===== src/rtl/assert_macros.svh =====
// ----------------------------------------------------------------------------
// Assertion macros
// Concurrent assertion helpers shared by the key debouncer modules.
// ----------------------------------------------------------------------------
`ifndef ASSERT_MACROS_SVH
`define ASSERT_MACROS_SVH

`ifndef SYNTHESIS

`define ASSERT_ALWAYS(label, clk, rst_n, expr) \
    label: assert property (@(posedge clk) disable iff (!rst_n) (expr)) \
        else $error("assertion failed");

`define ASSERT_NEXT(label, clk, rst_n, ante, cons) \
    label: assert property (@(posedge clk) disable iff (!rst_n) (ante) |=> (cons)) \
        else $error("assertion failed");

`else

`define ASSERT_ALWAYS(label, clk, rst_n, expr)

`define ASSERT_NEXT(label, clk, rst_n, ante, cons)

`endif

`endif


===== src/rtl/kdb_pkg.sv =====
// ----------------------------------------------------------------------------
// kdb_pkg
// Types and constants of the key debouncer with press, release and hold events.
// ----------------------------------------------------------------------------
`timescale 1ns / 1ps
`default_nettype none

package kdb_pkg;

    localparam int CFG_INDEX_W = 4;
    localparam int CFG_DATA_W  = 16;
    localparam int DEB_W       = 8;
    localparam int HOLD_W      = 16;
    localparam int KEY_W       = 8;
    localparam int KIND_W      = 2;

    localparam logic [CFG_INDEX_W-1:0] REG_ACTIVE_LEVEL   = 4'd0;
    localparam logic [CFG_INDEX_W-1:0] REG_DEBOUNCE_TICKS = 4'd1;
    localparam logic [CFG_INDEX_W-1:0] REG_HOLD_TICKS     = 4'd2;
    localparam logic [CFG_INDEX_W-1:0] REG_KEY_NUMBER     = 4'd3;

    localparam logic              RST_ACTIVE_LEVEL   = 1'b1;
    localparam logic [DEB_W-1:0]  RST_DEBOUNCE_TICKS = 8'd2;
    localparam logic [HOLD_W-1:0] RST_HOLD_TICKS     = 16'd100;
    localparam logic [KEY_W-1:0]  RST_KEY_NUMBER     = 8'd0;

    localparam logic [HOLD_W-1:0] HOLD_MAX = {HOLD_W{1'b1}};

    typedef enum logic [1:0] {
        PHASE_WAIT_PRESS   = 2'd0,
        PHASE_DEBOUNCE     = 2'd1,
        PHASE_PRESSED      = 2'd2,
        PHASE_WAIT_RELEASE = 2'd3
    } phase_t;

    typedef enum logic [KIND_W-1:0] {
        KIND_PRESS   = 2'd0,
        KIND_RELEASE = 2'd1,
        KIND_HOLD    = 2'd2
    } kind_t;

    typedef struct packed {
        logic              active_level;
        logic [DEB_W-1:0]  debounce_ticks;
        logic [HOLD_W-1:0] hold_ticks;
        logic [KEY_W-1:0]  key_number;
    } cfg_t;

    typedef struct packed {
        logic  fire;
        kind_t kind;
    } step_t;

endpackage

`default_nettype wire


===== src/rtl/kdb_pin_if.sv =====
// ----------------------------------------------------------------------------
// kdb_pin_if
// Stream of sampled key pin levels, one item per tick.
// ----------------------------------------------------------------------------
`timescale 1ns / 1ps
`default_nettype none

interface kdb_pin_if;
    logic valid;
    logic ready;
    logic pin_level;

    modport source (output valid, output pin_level, input ready);
    modport sink (input valid, input pin_level, output ready);
endinterface

`default_nettype wire


===== src/rtl/kdb_event_if.sv =====
// ----------------------------------------------------------------------------
// kdb_event_if
// Stream of key events, each carrying the key number and the event kind.
// ----------------------------------------------------------------------------
`timescale 1ns / 1ps
`default_nettype none

interface kdb_event_if;
    logic                         valid;
    logic                         ready;
    logic [kdb_pkg::KEY_W-1:0]    event_key;
    logic [kdb_pkg::KIND_W-1:0]   event_kind;

    modport source (output valid, output event_key, output event_kind, input ready);
    modport sink (input valid, input event_key, input event_kind, output ready);
endinterface

`default_nettype wire


===== src/rtl/key_debounce_press_release_hold.sv =====
// ----------------------------------------------------------------------------
// key_debounce_press_release_hold
// Key debouncer reporting press, release and long-press hold events; no release follows a hold.
// ----------------------------------------------------------------------------
// Usage: pin_in carries one item per tick holding the sampled pin level. Each
// accepted item advances the debounce and hold state machine by one tick and
// yields at most one event on evt_out, tagged with the configured key number.
// An event is registered in the output register, or in the skid register
// when the output register is held, as the item that caused it is accepted.
// One item is accepted in every cycle while the skid register is empty. The
// one-entry skid register lets an item still be accepted while one event
// waits to be taken; when the receiver stalls long enough for both to fill,
// pin_in drops ready until the output register drains. Configuration is
// written through cfg_we, cfg_index and cfg_data; the user must write it only
// while the block is idle, as the block does not enforce this. Unknown indices
// are ignored. Reset restores the default configuration, returns the key to
// the released phase and empties the output stage.
// ----------------------------------------------------------------------------
`timescale 1ns / 1ps
`default_nettype none
`include "assert_macros.svh"

module key_debounce_press_release_hold (
    input  wire logic                               clk,
    input  wire logic                               rst_n,
    kdb_pin_if.sink                                 pin_in,
    kdb_event_if.source                             evt_out,
    input  wire logic                               cfg_we,
    input  wire logic [kdb_pkg::CFG_INDEX_W-1:0]    cfg_index,
    input  wire logic [kdb_pkg::CFG_DATA_W-1:0]     cfg_data
);

    kdb_pkg::cfg_t                  cfg_reg;
    kdb_pkg::step_t                 step;
    logic                           accept;
    logic                           push;
    logic                           pop;

    logic                           out_valid_reg;
    logic                           out_valid_next;
    logic [kdb_pkg::KEY_W-1:0]      out_key_reg;
    logic [kdb_pkg::KEY_W-1:0]      out_key_next;
    kdb_pkg::kind_t                 out_kind_reg;
    kdb_pkg::kind_t                 out_kind_next;
    logic                           skid_valid_reg;
    logic                           skid_valid_next;
    logic [kdb_pkg::KEY_W-1:0]      skid_key_reg;
    logic [kdb_pkg::KEY_W-1:0]      skid_key_next;
    kdb_pkg::kind_t                 skid_kind_reg;
    kdb_pkg::kind_t                 skid_kind_next;

    always_ff @(posedge clk or negedge rst_n)
    begin
        if (!rst_n)
        begin
            cfg_reg.active_level   <= kdb_pkg::RST_ACTIVE_LEVEL;
            cfg_reg.debounce_ticks <= kdb_pkg::RST_DEBOUNCE_TICKS;
            cfg_reg.hold_ticks     <= kdb_pkg::RST_HOLD_TICKS;
            cfg_reg.key_number     <= kdb_pkg::RST_KEY_NUMBER;
        end
        else if (cfg_we)
        begin
            case (cfg_index)
                kdb_pkg::REG_ACTIVE_LEVEL:   cfg_reg.active_level   <= cfg_data[0];
                kdb_pkg::REG_DEBOUNCE_TICKS:
                    cfg_reg.debounce_ticks <= cfg_data[kdb_pkg::DEB_W-1:0];
                kdb_pkg::REG_HOLD_TICKS:
                    cfg_reg.hold_ticks     <= cfg_data[kdb_pkg::HOLD_W-1:0];
                kdb_pkg::REG_KEY_NUMBER:
                    cfg_reg.key_number     <= cfg_data[kdb_pkg::KEY_W-1:0];
                default:
                begin
                end
            endcase
        end
    end

    assign pin_in.ready = !skid_valid_reg;
    assign accept       = pin_in.valid && pin_in.ready;
    assign push         = accept && step.fire;
    assign pop          = out_valid_reg && evt_out.ready;

    kdb_core u_core (
        .clk       (clk),
        .rst_n     (rst_n),
        .step_en   (accept),
        .pin_level (pin_in.pin_level),
        .cfg       (cfg_reg),
        .step      (step)
    );

    always_comb
    begin
        out_valid_next  = out_valid_reg;
        out_key_next    = out_key_reg;
        out_kind_next   = out_kind_reg;
        skid_valid_next = skid_valid_reg;
        skid_key_next   = skid_key_reg;
        skid_kind_next  = skid_kind_reg;
        if (skid_valid_reg)
        begin
            if (pop)
            begin
                out_key_next    = skid_key_reg;
                out_kind_next   = skid_kind_reg;
                skid_valid_next = 1'b0;
            end
        end
        else if (push)
        begin
            if (!out_valid_reg || pop)
            begin
                out_valid_next = 1'b1;
                out_key_next   = cfg_reg.key_number;
                out_kind_next  = step.kind;
            end
            else
            begin
                skid_valid_next = 1'b1;
                skid_key_next   = cfg_reg.key_number;
                skid_kind_next  = step.kind;
            end
        end
        else if (pop)
        begin
            out_valid_next = 1'b0;
        end
    end

    always_ff @(posedge clk or negedge rst_n)
    begin
        if (!rst_n)
        begin
            out_valid_reg  <= 1'b0;
            skid_valid_reg <= 1'b0;
        end
        else
        begin
            out_valid_reg  <= out_valid_next;
            skid_valid_reg <= skid_valid_next;
        end
    end

    always_ff @(posedge clk)
    begin
        out_key_reg   <= out_key_next;
        out_kind_reg  <= out_kind_next;
        skid_key_reg  <= skid_key_next;
        skid_kind_reg <= skid_kind_next;
    end

    assign evt_out.valid      = out_valid_reg;
    assign evt_out.event_key  = out_key_reg;
    assign evt_out.event_kind = out_kind_reg;

    // The skid register only ever holds an item queued behind the output register.
    `ASSERT_ALWAYS(a_skid_behind_out, clk, rst_n, !skid_valid_reg || out_valid_reg)
    // Every item that yields an event leaves the output register occupied.
    `ASSERT_NEXT(a_push_lands, clk, rst_n, push, out_valid_reg)
    // The skid register fills only when the output register was stalled.
    `ASSERT_NEXT(a_skid_fill, clk, rst_n, !skid_valid_reg && !(out_valid_reg && !evt_out.ready),
        !skid_valid_reg)

endmodule

`default_nettype wire


===== src/rtl/kdb_core.sv =====
// ----------------------------------------------------------------------------
// kdb_core
// Debounce and hold state machine; updates once for every accepted tick.
// ----------------------------------------------------------------------------
`timescale 1ns / 1ps
`default_nettype none
`include "assert_macros.svh"

module kdb_core (
    input  wire logic           clk,
    input  wire logic           rst_n,
    input  wire logic           step_en,
    input  wire logic           pin_level,
    input  wire kdb_pkg::cfg_t  cfg,
    output kdb_pkg::step_t      step
);

    kdb_pkg::phase_t                phase_reg;
    kdb_pkg::phase_t                phase_next;
    logic [kdb_pkg::DEB_W-1:0]      deb_count_reg;
    logic [kdb_pkg::DEB_W-1:0]      deb_count_next;
    logic [kdb_pkg::HOLD_W-1:0]     hold_count_reg;
    logic [kdb_pkg::HOLD_W-1:0]     hold_count_next;
    logic                           hold_fired_reg;
    logic                           hold_fired_next;

    logic                           active;
    logic [kdb_pkg::DEB_W-1:0]      deb_inc;
    logic                           deb_done;
    logic [kdb_pkg::HOLD_W-1:0]     hold_inc;
    logic                           hold_reached;

    assign active       = (pin_level == cfg.active_level);
    assign deb_inc      = deb_count_reg + kdb_pkg::DEB_W'(1);
    assign deb_done     = (deb_inc >= cfg.debounce_ticks) || (deb_inc == '0);
    assign hold_inc     = (hold_count_reg != kdb_pkg::HOLD_MAX)
                          ? hold_count_reg + kdb_pkg::HOLD_W'(1) : hold_count_reg;
    assign hold_reached = (hold_inc >= cfg.hold_ticks);

    always_comb
    begin
        phase_next      = phase_reg;
        deb_count_next  = deb_count_reg;
        hold_count_next = hold_count_reg;
        hold_fired_next = hold_fired_reg;
        case (phase_reg)
            kdb_pkg::PHASE_WAIT_PRESS:
            begin
                if (active)
                begin
                    phase_next = kdb_pkg::PHASE_DEBOUNCE;
                end
            end
            kdb_pkg::PHASE_DEBOUNCE:
            begin
                if (deb_done)
                begin
                    deb_count_next = '0;
                    phase_next     = active ? kdb_pkg::PHASE_PRESSED
                                            : kdb_pkg::PHASE_WAIT_PRESS;
                end
                else
                begin
                    deb_count_next = deb_inc;
                end
            end
            kdb_pkg::PHASE_PRESSED:
            begin
                phase_next = kdb_pkg::PHASE_WAIT_RELEASE;
            end
            kdb_pkg::PHASE_WAIT_RELEASE:
            begin
                if (!active)
                begin
                    phase_next      = kdb_pkg::PHASE_WAIT_PRESS;
                    hold_count_next = '0;
                    hold_fired_next = 1'b0;
                end
                else if (!hold_fired_reg)
                begin
                    hold_count_next = hold_inc;
                    hold_fired_next = hold_reached;
                end
            end
            default:
            begin
                phase_next = kdb_pkg::PHASE_WAIT_PRESS;
            end
        endcase
    end

    always_comb
    begin
        step.fire = 1'b0;
        step.kind = kdb_pkg::KIND_PRESS;
        case (phase_reg)
            kdb_pkg::PHASE_PRESSED:
            begin
                step.fire = 1'b1;
                step.kind = kdb_pkg::KIND_PRESS;
            end
            kdb_pkg::PHASE_WAIT_RELEASE:
            begin
                if (!active)
                begin
                    step.fire = !hold_fired_reg;
                    step.kind = kdb_pkg::KIND_RELEASE;
                end
                else
                begin
                    step.fire = !hold_fired_reg && hold_reached;
                    step.kind = kdb_pkg::KIND_HOLD;
                end
            end
            default:
            begin
                step.fire = 1'b0;
                step.kind = kdb_pkg::KIND_PRESS;
            end
        endcase
    end

    always_ff @(posedge clk or negedge rst_n)
    begin
        if (!rst_n)
        begin
            phase_reg      <= kdb_pkg::PHASE_WAIT_PRESS;
            deb_count_reg  <= '0;
            hold_count_reg <= '0;
            hold_fired_reg <= 1'b0;
        end
        else if (step_en)
        begin
            phase_reg      <= phase_next;
            deb_count_reg  <= deb_count_next;
            hold_count_reg <= hold_count_next;
            hold_fired_reg <= hold_fired_next;
        end
    end

    // A fired hold belongs to a press that has not yet been released.
    `ASSERT_ALWAYS(a_fired_only_held, clk, rst_n,
        !hold_fired_reg || (phase_reg == kdb_pkg::PHASE_WAIT_RELEASE))
    // The debounce count is cleared whenever debouncing is left.
    `ASSERT_ALWAYS(a_deb_count_idle, clk, rst_n,
        (deb_count_reg == '0) || (phase_reg == kdb_pkg::PHASE_DEBOUNCE))
    // A confirmed press always leads to a press event on the next tick.
    `ASSERT_ALWAYS(a_press_fires, clk, rst_n,
        (phase_reg != kdb_pkg::PHASE_PRESSED) || (step.fire && (hold_count_reg == '0)))

endmodule

`default_nettype wire

===== src/flat_wrapper.sv =====
// flat-port wrapper written by rule: the top's interface ports become plain ports
module key_debounce_press_release_hold_flat 
  (clk, rst_n, cfg_we, cfg_index, cfg_data, pin_in_valid, pin_in_pin_level, pin_in_ready, evt_out_valid, evt_out_event_key, evt_out_event_kind, evt_out_ready);
  kdb_pin_if pin_in_i ();
  kdb_event_if evt_out_i ();
  input  wire logic clk;
  input  wire logic rst_n;
  input  wire logic cfg_we;
  input  wire logic [kdb_pkg::CFG_INDEX_W-1:0] cfg_index;
  input  wire logic [kdb_pkg::CFG_DATA_W-1:0] cfg_data;
  input wire logic [$bits(pin_in_i.valid)-1:0] pin_in_valid;
  input wire logic [$bits(pin_in_i.pin_level)-1:0] pin_in_pin_level;
  output wire logic [$bits(pin_in_i.ready)-1:0] pin_in_ready;
  output wire logic [$bits(evt_out_i.valid)-1:0] evt_out_valid;
  output wire logic [$bits(evt_out_i.event_key)-1:0] evt_out_event_key;
  output wire logic [$bits(evt_out_i.event_kind)-1:0] evt_out_event_kind;
  input wire logic [$bits(evt_out_i.ready)-1:0] evt_out_ready;
  assign pin_in_i.valid = pin_in_valid;
  assign pin_in_i.pin_level = pin_in_pin_level;
  assign pin_in_ready = pin_in_i.ready;
  assign evt_out_valid = evt_out_i.valid;
  assign evt_out_event_key = evt_out_i.event_key;
  assign evt_out_event_kind = evt_out_i.event_kind;
  assign evt_out_i.ready = evt_out_ready;
  key_debounce_press_release_hold u_core (.clk(clk), .rst_n(rst_n), .pin_in(pin_in_i), .evt_out(evt_out_i), .cfg_we(cfg_we), .cfg_index(cfg_index), .cfg_data(cfg_data));
endmodule

===== config.mk =====
export PLATFORM = sky130hd
export DESIGN_NAME = key_debounce_press_release_hold_flat
export DESIGN_NICKNAME = d
export VERILOG_FILES = /design/src/rtl/kdb_pkg.sv /design/src/rtl/kdb_pin_if.sv /design/src/rtl/kdb_event_if.sv /design/src/rtl/key_debounce_press_release_hold.sv /design/src/rtl/kdb_core.sv /design/src/flat_wrapper.sv
export VERILOG_INCLUDE_DIRS = /design/src /design/src/rtl
export SDC_FILE = /design/constraint.sdc
export NUM_CORES = 1
export LEC_CHECK = 0
export BUFFER_PORTS_ARGS = -buffer_cell sky130_fd_sc_hd__clkbuf_2
export CORE_MARGIN = 2
export CORE_UTILIZATION = 23
export DETAILED_ROUTE_END_ITERATION = 8
export SKIP_CTS_REPAIR_TIMING = 1
export SLEW_MARGIN = 20
export SYNTH_ARGS = -nofsm -noshare
export SYNTH_HDL_FRONTEND = slang
export SYNTH_SLANG_ARGS = --single-unit

===== constraint.sdc =====
create_clock -name clk -period 3.9 [get_ports clk]
set_clock_uncertainty 0.1 [all_clocks]
set_input_delay 0.585 -clock clk [delete_from_list [all_inputs] [get_ports clk]]
set_output_delay 0.585 -clock clk [all_outputs]
set_load 0.05 [all_outputs]

* After elaboration in Yosys (flattened, before gate mapping)
Cells that the tools add are included.
** Cells by class
- Divide/modulo/power cells :: 0
- Bitwise operators :: 2
- Add/sub/neg operators :: 2
- Shift-type cells :: 0
- Equal/unequal tests :: 14
- Mux-type cells :: 28
- Reductions and logical operators :: 26
- Multipliers :: 0
- Magnitude comparators :: 2
** Operator list (number)
- $mux 16 :: 3
- $mux 8 :: 5
- $add 16x1->16 const B :: 1
- $ge 16x16->1 :: 1
- $mux 2 :: 8
- $ne 16x16->1 const B :: 1
- $reduce_and 2->1 :: 6
- $reduce_and 3->1 :: 4
- $ne 2x2->1 const B :: 5
- $mux 1 :: 9
- $add 8x1->8 const B :: 1
- $eq 4x2->1 const B :: 2
- $ge 8x8->1 :: 1
- $logic_not 8->1 :: 1
- $pmux 2 s4 :: 1
- $pmux 3 s2 :: 1
- $reduce_bool 2->1 :: 3
- $eq 2x2->1 const B :: 2
- $eq 4x1->1 const B :: 1
- $logic_and 1x1->1 :: 4
- $logic_not 4->1 :: 1
- $reduce_and 4->1 :: 1
- $logic_not 1->1 :: 3
- $mux 3 :: 1
- 6 further kinds :: 8
** Word-level totals
- Memory bits (read-only) :: 0
- Word-level logic and storage cells :: 88
- Register bits :: 82
- Bits of input ports :: 26
- Memories :: 0
- Latch bits :: 0
- RAM bits :: 0
- Output and inout port bits :: 12

* Longest topological paths before layout
- Word-level depth :: 9
- Mapped depth :: 13
- Depth with buffers taken out :: 12

* Modules after synthesis
From an unflattened synthesis, not the netlist that was laid out.
** Unflattened totals
- Cells, all modules :: 411
- Area total of the unflattened synthesis :: 4498.1 sq um
** Modules (own cells, without submodules)
- kdb_core :: area an instance 2337.2 sq um, seq. area each 675.6 sq um, cells an instance 291, times used 1
- key_debounce_press_release_hold :: area an instance 2160.8 sq um, seq. area each 1482.7 sq um, cells an instance 120, times used 1

* Least setup slack after synthesis
No wires, ideal clock.
- Path kind :: register -> register
- Start :: register u_core.u_core.hold_count_reg[0] (netlist bit)
- End :: register u_core.skid_key_reg[0] (netlist bit), enable pin
- Arrival time :: 3.247 ns
- Period minus slack after synthesis :: 3.737 ns
- Setup slack :: 0.163 ns
- Required time :: 3.410 ns
- Setup time :: 0.390 ns
- Path buffers :: 0
- Stages on the path, launching flop included :: 13
- Path through :: dfrtp_1 > ha_1 > nand2_1 > nor4_4 > a211oi_2 > and3_4 > xor2_1 > ha_1 > nand4_1 > o21a_1 > nand4_1 > a21oi_1 > nor3_1
** On the way
- Longest elaborated chain between the ends :: 8
- Elaborated cells on any way between the ends :: 9
- Classes of those cells :: add/sub: 1; order compare: 1; eq/ne: 1; mux: 3; reduce/logical: 3
** RTL lines
- start, declared :: RTL line kdb_core.sv:22 : logic [kdb_pkg::HOLD_W-1:0] hold_count_reg;
- start signal, assigned :: RTL line kdb_core.sv:136 : hold_count_reg <= hold_count_next;
- $add 16x1->16 / $ne 16x16->1 (equally long branches) :: RTL line kdb_core.sv:37, kdb_core.sv:36
- $mux 16 (*) :: RTL line kdb_core.sv:37 : ? hold_count_reg + kdb_pkg::HOLD_W'(1) : hold_count_reg;
- $ge 16x16->1 (*) :: RTL line kdb_core.sv:38 : assign hold_reached = (hold_inc >= cfg.hold_ticks);
- $logic_and 1x1->1 (*) :: RTL line kdb_core.sv:111 : step.fire = !hold_fired_reg && hold_reached;
- $mux 3 (*) :: RTL line kdb_core.sv:104 : if (!active)
- $pmux 3 s2 (*) :: RTL line kdb_core.sv:96 : case (phase_reg)
- $logic_and 1x1->1 (*) :: RTL line key_debounce_press_release_hold.sv:80 : assign push = accept && step.fire;
- $reduce_and 3->1 (no source line) (*)
- end signal, assigned :: RTL line key_debounce_press_release_hold.sv:148 : skid_key_reg <= skid_key_next;
- end, declared :: RTL line key_debounce_press_release_hold.sv:47 : logic [kdb_pkg::KEY_W-1:0] skid_key_reg;
Every way passes the cells marked *; elsewhere a longest branch is shown, timed or not.
A chain may end at the register's enable or synchronous reset.

* Worst setup path in the final report
- Start :: register u_core.u_core.hold_count_reg[1] (netlist bit)
- End :: register u_core.skid_key_reg[2] (netlist bit), enable pin
The elaborated chain is that of the path after synthesis.

==> flow_metrics.py <==
metrics = {
    "outcome": {
        "status": "finished clean",
    },
    "worst_setup_path": {
        "startpoint": "u_core.u_core.hold_count_reg[1]",
        "r2r-start": "u_core.u_core.hold_count_reg[1]",
        "critPathLaunchType": "flip-flop",
        "crit_fanout": 10,
        "cp_num_buf_inv": 2,
        "worstRegToRegCells": 13,
        "reg2reg_to": "u_core.skid_key_reg[2]",
        "cp_top_family": "simple AND/OR/NAND/NOR gates",
        "cp.required_ps": 3890,
        "cp.depth": 13,
        "critPathKind": "flip-flop to flip-flop",
        "crit_path_top_delay_cell": "nor4_4",
        "cp_cell_sequence": "ha_1 -> nand2_1 -> nor4_4 -> nand2_1 -> xnor2_1 -> ha_1 -> nand2b_1 -> a2111oi_0 -> o21ai_0 -> a21oi_1 -> buf_4 -> nor3_1 -> buf_4",
        "cp-end-kind": "flip-flop",
        "r2r_slack_ps": 290,
        "cp.arrival_ps": 3600,
        "slowest_delay_ps": 410,
    },
    "placement": {
        "io_buffers": 37,
        "place_hpwl_um": 7380,
        "pre_cts_ws_ps": 7.24,
        "place_congestion": 0.784,
    },
    "detailed_routing": {
        "viasPerCell": 4.48,
        "post_drt_wl_per_cell_um": 13.2,
        "drt-initial-drc-count": 136,
        "routed_wl_um": 9850,
        "vias": 3354,
        "ant_nets": 0,
        "post-route-drc-count": 0,
        "drt-pass1-iter-count": 4,
    },
    "sta": {
        "max_slew_margin_pct": 39.3,
        "max_freq_mhz": 277,
        "finalHoldViolations": 0,
        "slew_violations": 0,
        "setup_viol": 0,
        "setup_ws_ps": 294,
        "period_share_pct": 92.5,
        "rsz0062_at_grt": "false",
        "min_period_ps": 3610,
        "worstMarginPinSlew_ps": 910,
    },
    "final_layout": {
        "largest_reg_flops": 33,
        "antennaDiodeCount": 0,
        "finalNetCount": 535,
        "area_growth_pct": 19.8,
        "layout-drive-gt1-share_pct": 23.8,
    },
    "worst_hold_path": {
        "hp-class": "input pin to async pin",
    },
    "clock_tree": {
        "clk_latency_ps": 340,
        "numCtsBuffers": 9,
        "htreeDepth": 3,
        "cts_root_buf": "clkbuf_16",
        "path_clk_slew_ps": 60,
        "clock-sinks": 82,
        "cts_buffer_depth": 2,
        "cts_tree": "built",
    },
    "grt": {
        "grt_usage_pct": 10.3,
        "grt_pass1_vias": 3143,
        "antenna_found_initial": 0,
        "grt-ovfl-total": 0,
        "grt_pass1_wl_um": 16300,
        "grt_max_degree": 40,
    },
    "logic_synthesis": {
        "syn_inst": 433,
        "syn-num-nets": 485,
        "synth.distinct_cells": 53,
        "synth.largest_area_cell": "dfrtp_1",
        "synthArstFlopShare_pct": 75.6,
        "synthFlopType": "dfrtp_1",
        "syn_area_um2": 4460,
        "avgSynthCellArea_um2": 10.3,
        "synth_top_area_share_pct": 32.0,
        "synth-edff-count": 20,
        "ys_seq_area_share_pct": 48.4,
        "synthTopCellsByArea": "dfrtp_1 (32%), edfxtp_1 (13%), mux2_2 (7.3%), ha_1 (7.3%), nand2_1 (4.7%)",
        "ys_ff_latch": 82,
        "yosys_warnings": 0,
    },
    "die": {
        "row_count": 50,
        "num_io_pins": 38,
        "die_area_um2": 20500,
        "core-area_um2": 18900,
        "die_height_um": 143,
        "fp.dieW_um": 143,
        "start_util_pct": 23.6,
    },
    "power": {
        "power.total_uw": 2580,
        "irDropWorstVdd_uv": 178,
        "power_density_nw_per_um2": 482,
        "p_leak_uw": 0.00236,
    },
    "run": {
        "drv_cap": 0,
    },
}
[cells in the final DEF, fill, tap and decap left out, types with 4 or more instances in the layout]
master,Yosys,final
clkbuf_16,0,9
a22o_1,4,4
mux2_2,29,29
nand2_1,56,56
xor2_1,9,9
buf_4,0,20
and3_1,4,4
dfrtp_1,57,57
ha_1,26,26
a21o_1,6,6
nor2_1,15,15
nor3_1,7,7
o21a_1,5,5
clkbuf_2,0,36
a21oi_1,21,21
a211oi_1,4,4
dfstp_2,5,5
a31oi_1,9,9
nand4_1,7,7
xnor2_1,9,9
o21ai_0,34,34
nand3_1,12,12
edfxtp_1,20,20
inv_1,29,29
[area by class of cell]
cell class,count,area [µm²]
Fill cell,2008,13500
Sequential cell,82,2160
Multi-Input combinational cell,304,2130
Timing Repair Buffer,57,335
Tap cell,260,325
Clock buffer,12,236
Inverter,29,109
Clock inverter,4,51.3
[metal layers]
| metal | vias to the layer above | wire length (µm) | GRT usage, % | share of wire (%) |
|---|---|---|---|---|
| met5 | - | 0 | 0 | 0 |
| met4 | 0 | 109 | 4.33 | 1.1 |
| met3 | 10 | 418 | 2.33 | 4.2 |
| met2 | 80 | 4350 | 15.8 | 44 |
| met1 | 1601 | 4970 | 14.0 | 50 |
| li1 | 1663 | - | - | - |
[logic make-up after synthesis]
logic type | count (synthesis) | synth area share [%]
AND/OR/NAND/NOR | 122 | 13.6
AO/OA/AOI/OAI | 109 | 15.8
flip-flops | 82 | 48.4
buffers and inverters | 47 | 4.12
multiplexers | 29 | 7.32
adder cells (fa/ha/maj) | 26 | 7.29
XOR/XNOR | 18 | 3.53
[where the power goes]
part,total [µW],internal [µW],switching [µW]
registers,1130,1030,99.2
clock network,835,498,337
logic,615,274,341
[cells in the mapped netlist (all sizes together), types with 3 or more instances]
| cell | instances |
|---|---|
| nor3 | 7 |
| clkbuf | 12 |
| o21ai | 35 |
| o21a | 5 |
| nor2b | 3 |
| xor2 | 9 |
| nand4 | 8 |
| a22o | 4 |
| nand3 | 12 |
| inv | 29 |
| buf | 6 |
| dfstp | 5 |
| o31ai | 3 |
| a211oi | 5 |
| a21o | 7 |
| ha | 26 |
| a31o | 3 |
| a21oi | 21 |
| a41oi | 3 |
| mux2 | 29 |
| edfxtp | 20 |
| or2 | 3 |
| nor2 | 15 |
| and3 | 5 |
| a31oi | 9 |
| xnor2 | 9 |
| nand2 | 56 |
| dfrtp | 57 |
[per-stage QoR]
step                cells  hold WS [ps]  setup TNS, ps  utilization [%]  area [µm²]
floorplan             433           189              0                -        4460
global placement      732           349              0             26.7        5050
detailed placement    732           354              0             26.7        5050
CTS                   748           305           -111             28.3        5340
global route          748           347              0             28.3        5350
finish                748           265              0             28.3        5350
[worst max path at each step]
stage	slack, ps	to
2_1_floorplan	160	u_core.skid_key_reg[0]
3_3_place_gp	90	u_core.evt_out.event_key[1]
3_5_place_dp	7	u_core.evt_out.event_key[1]
4_1_cts	-20	u_core.evt_out.event_key[4]
5_1_grt	50	u_core.skid_key_reg[2]
6_report	290	u_core.skid_key_reg[2]
(Power assumes the default switching activity.)
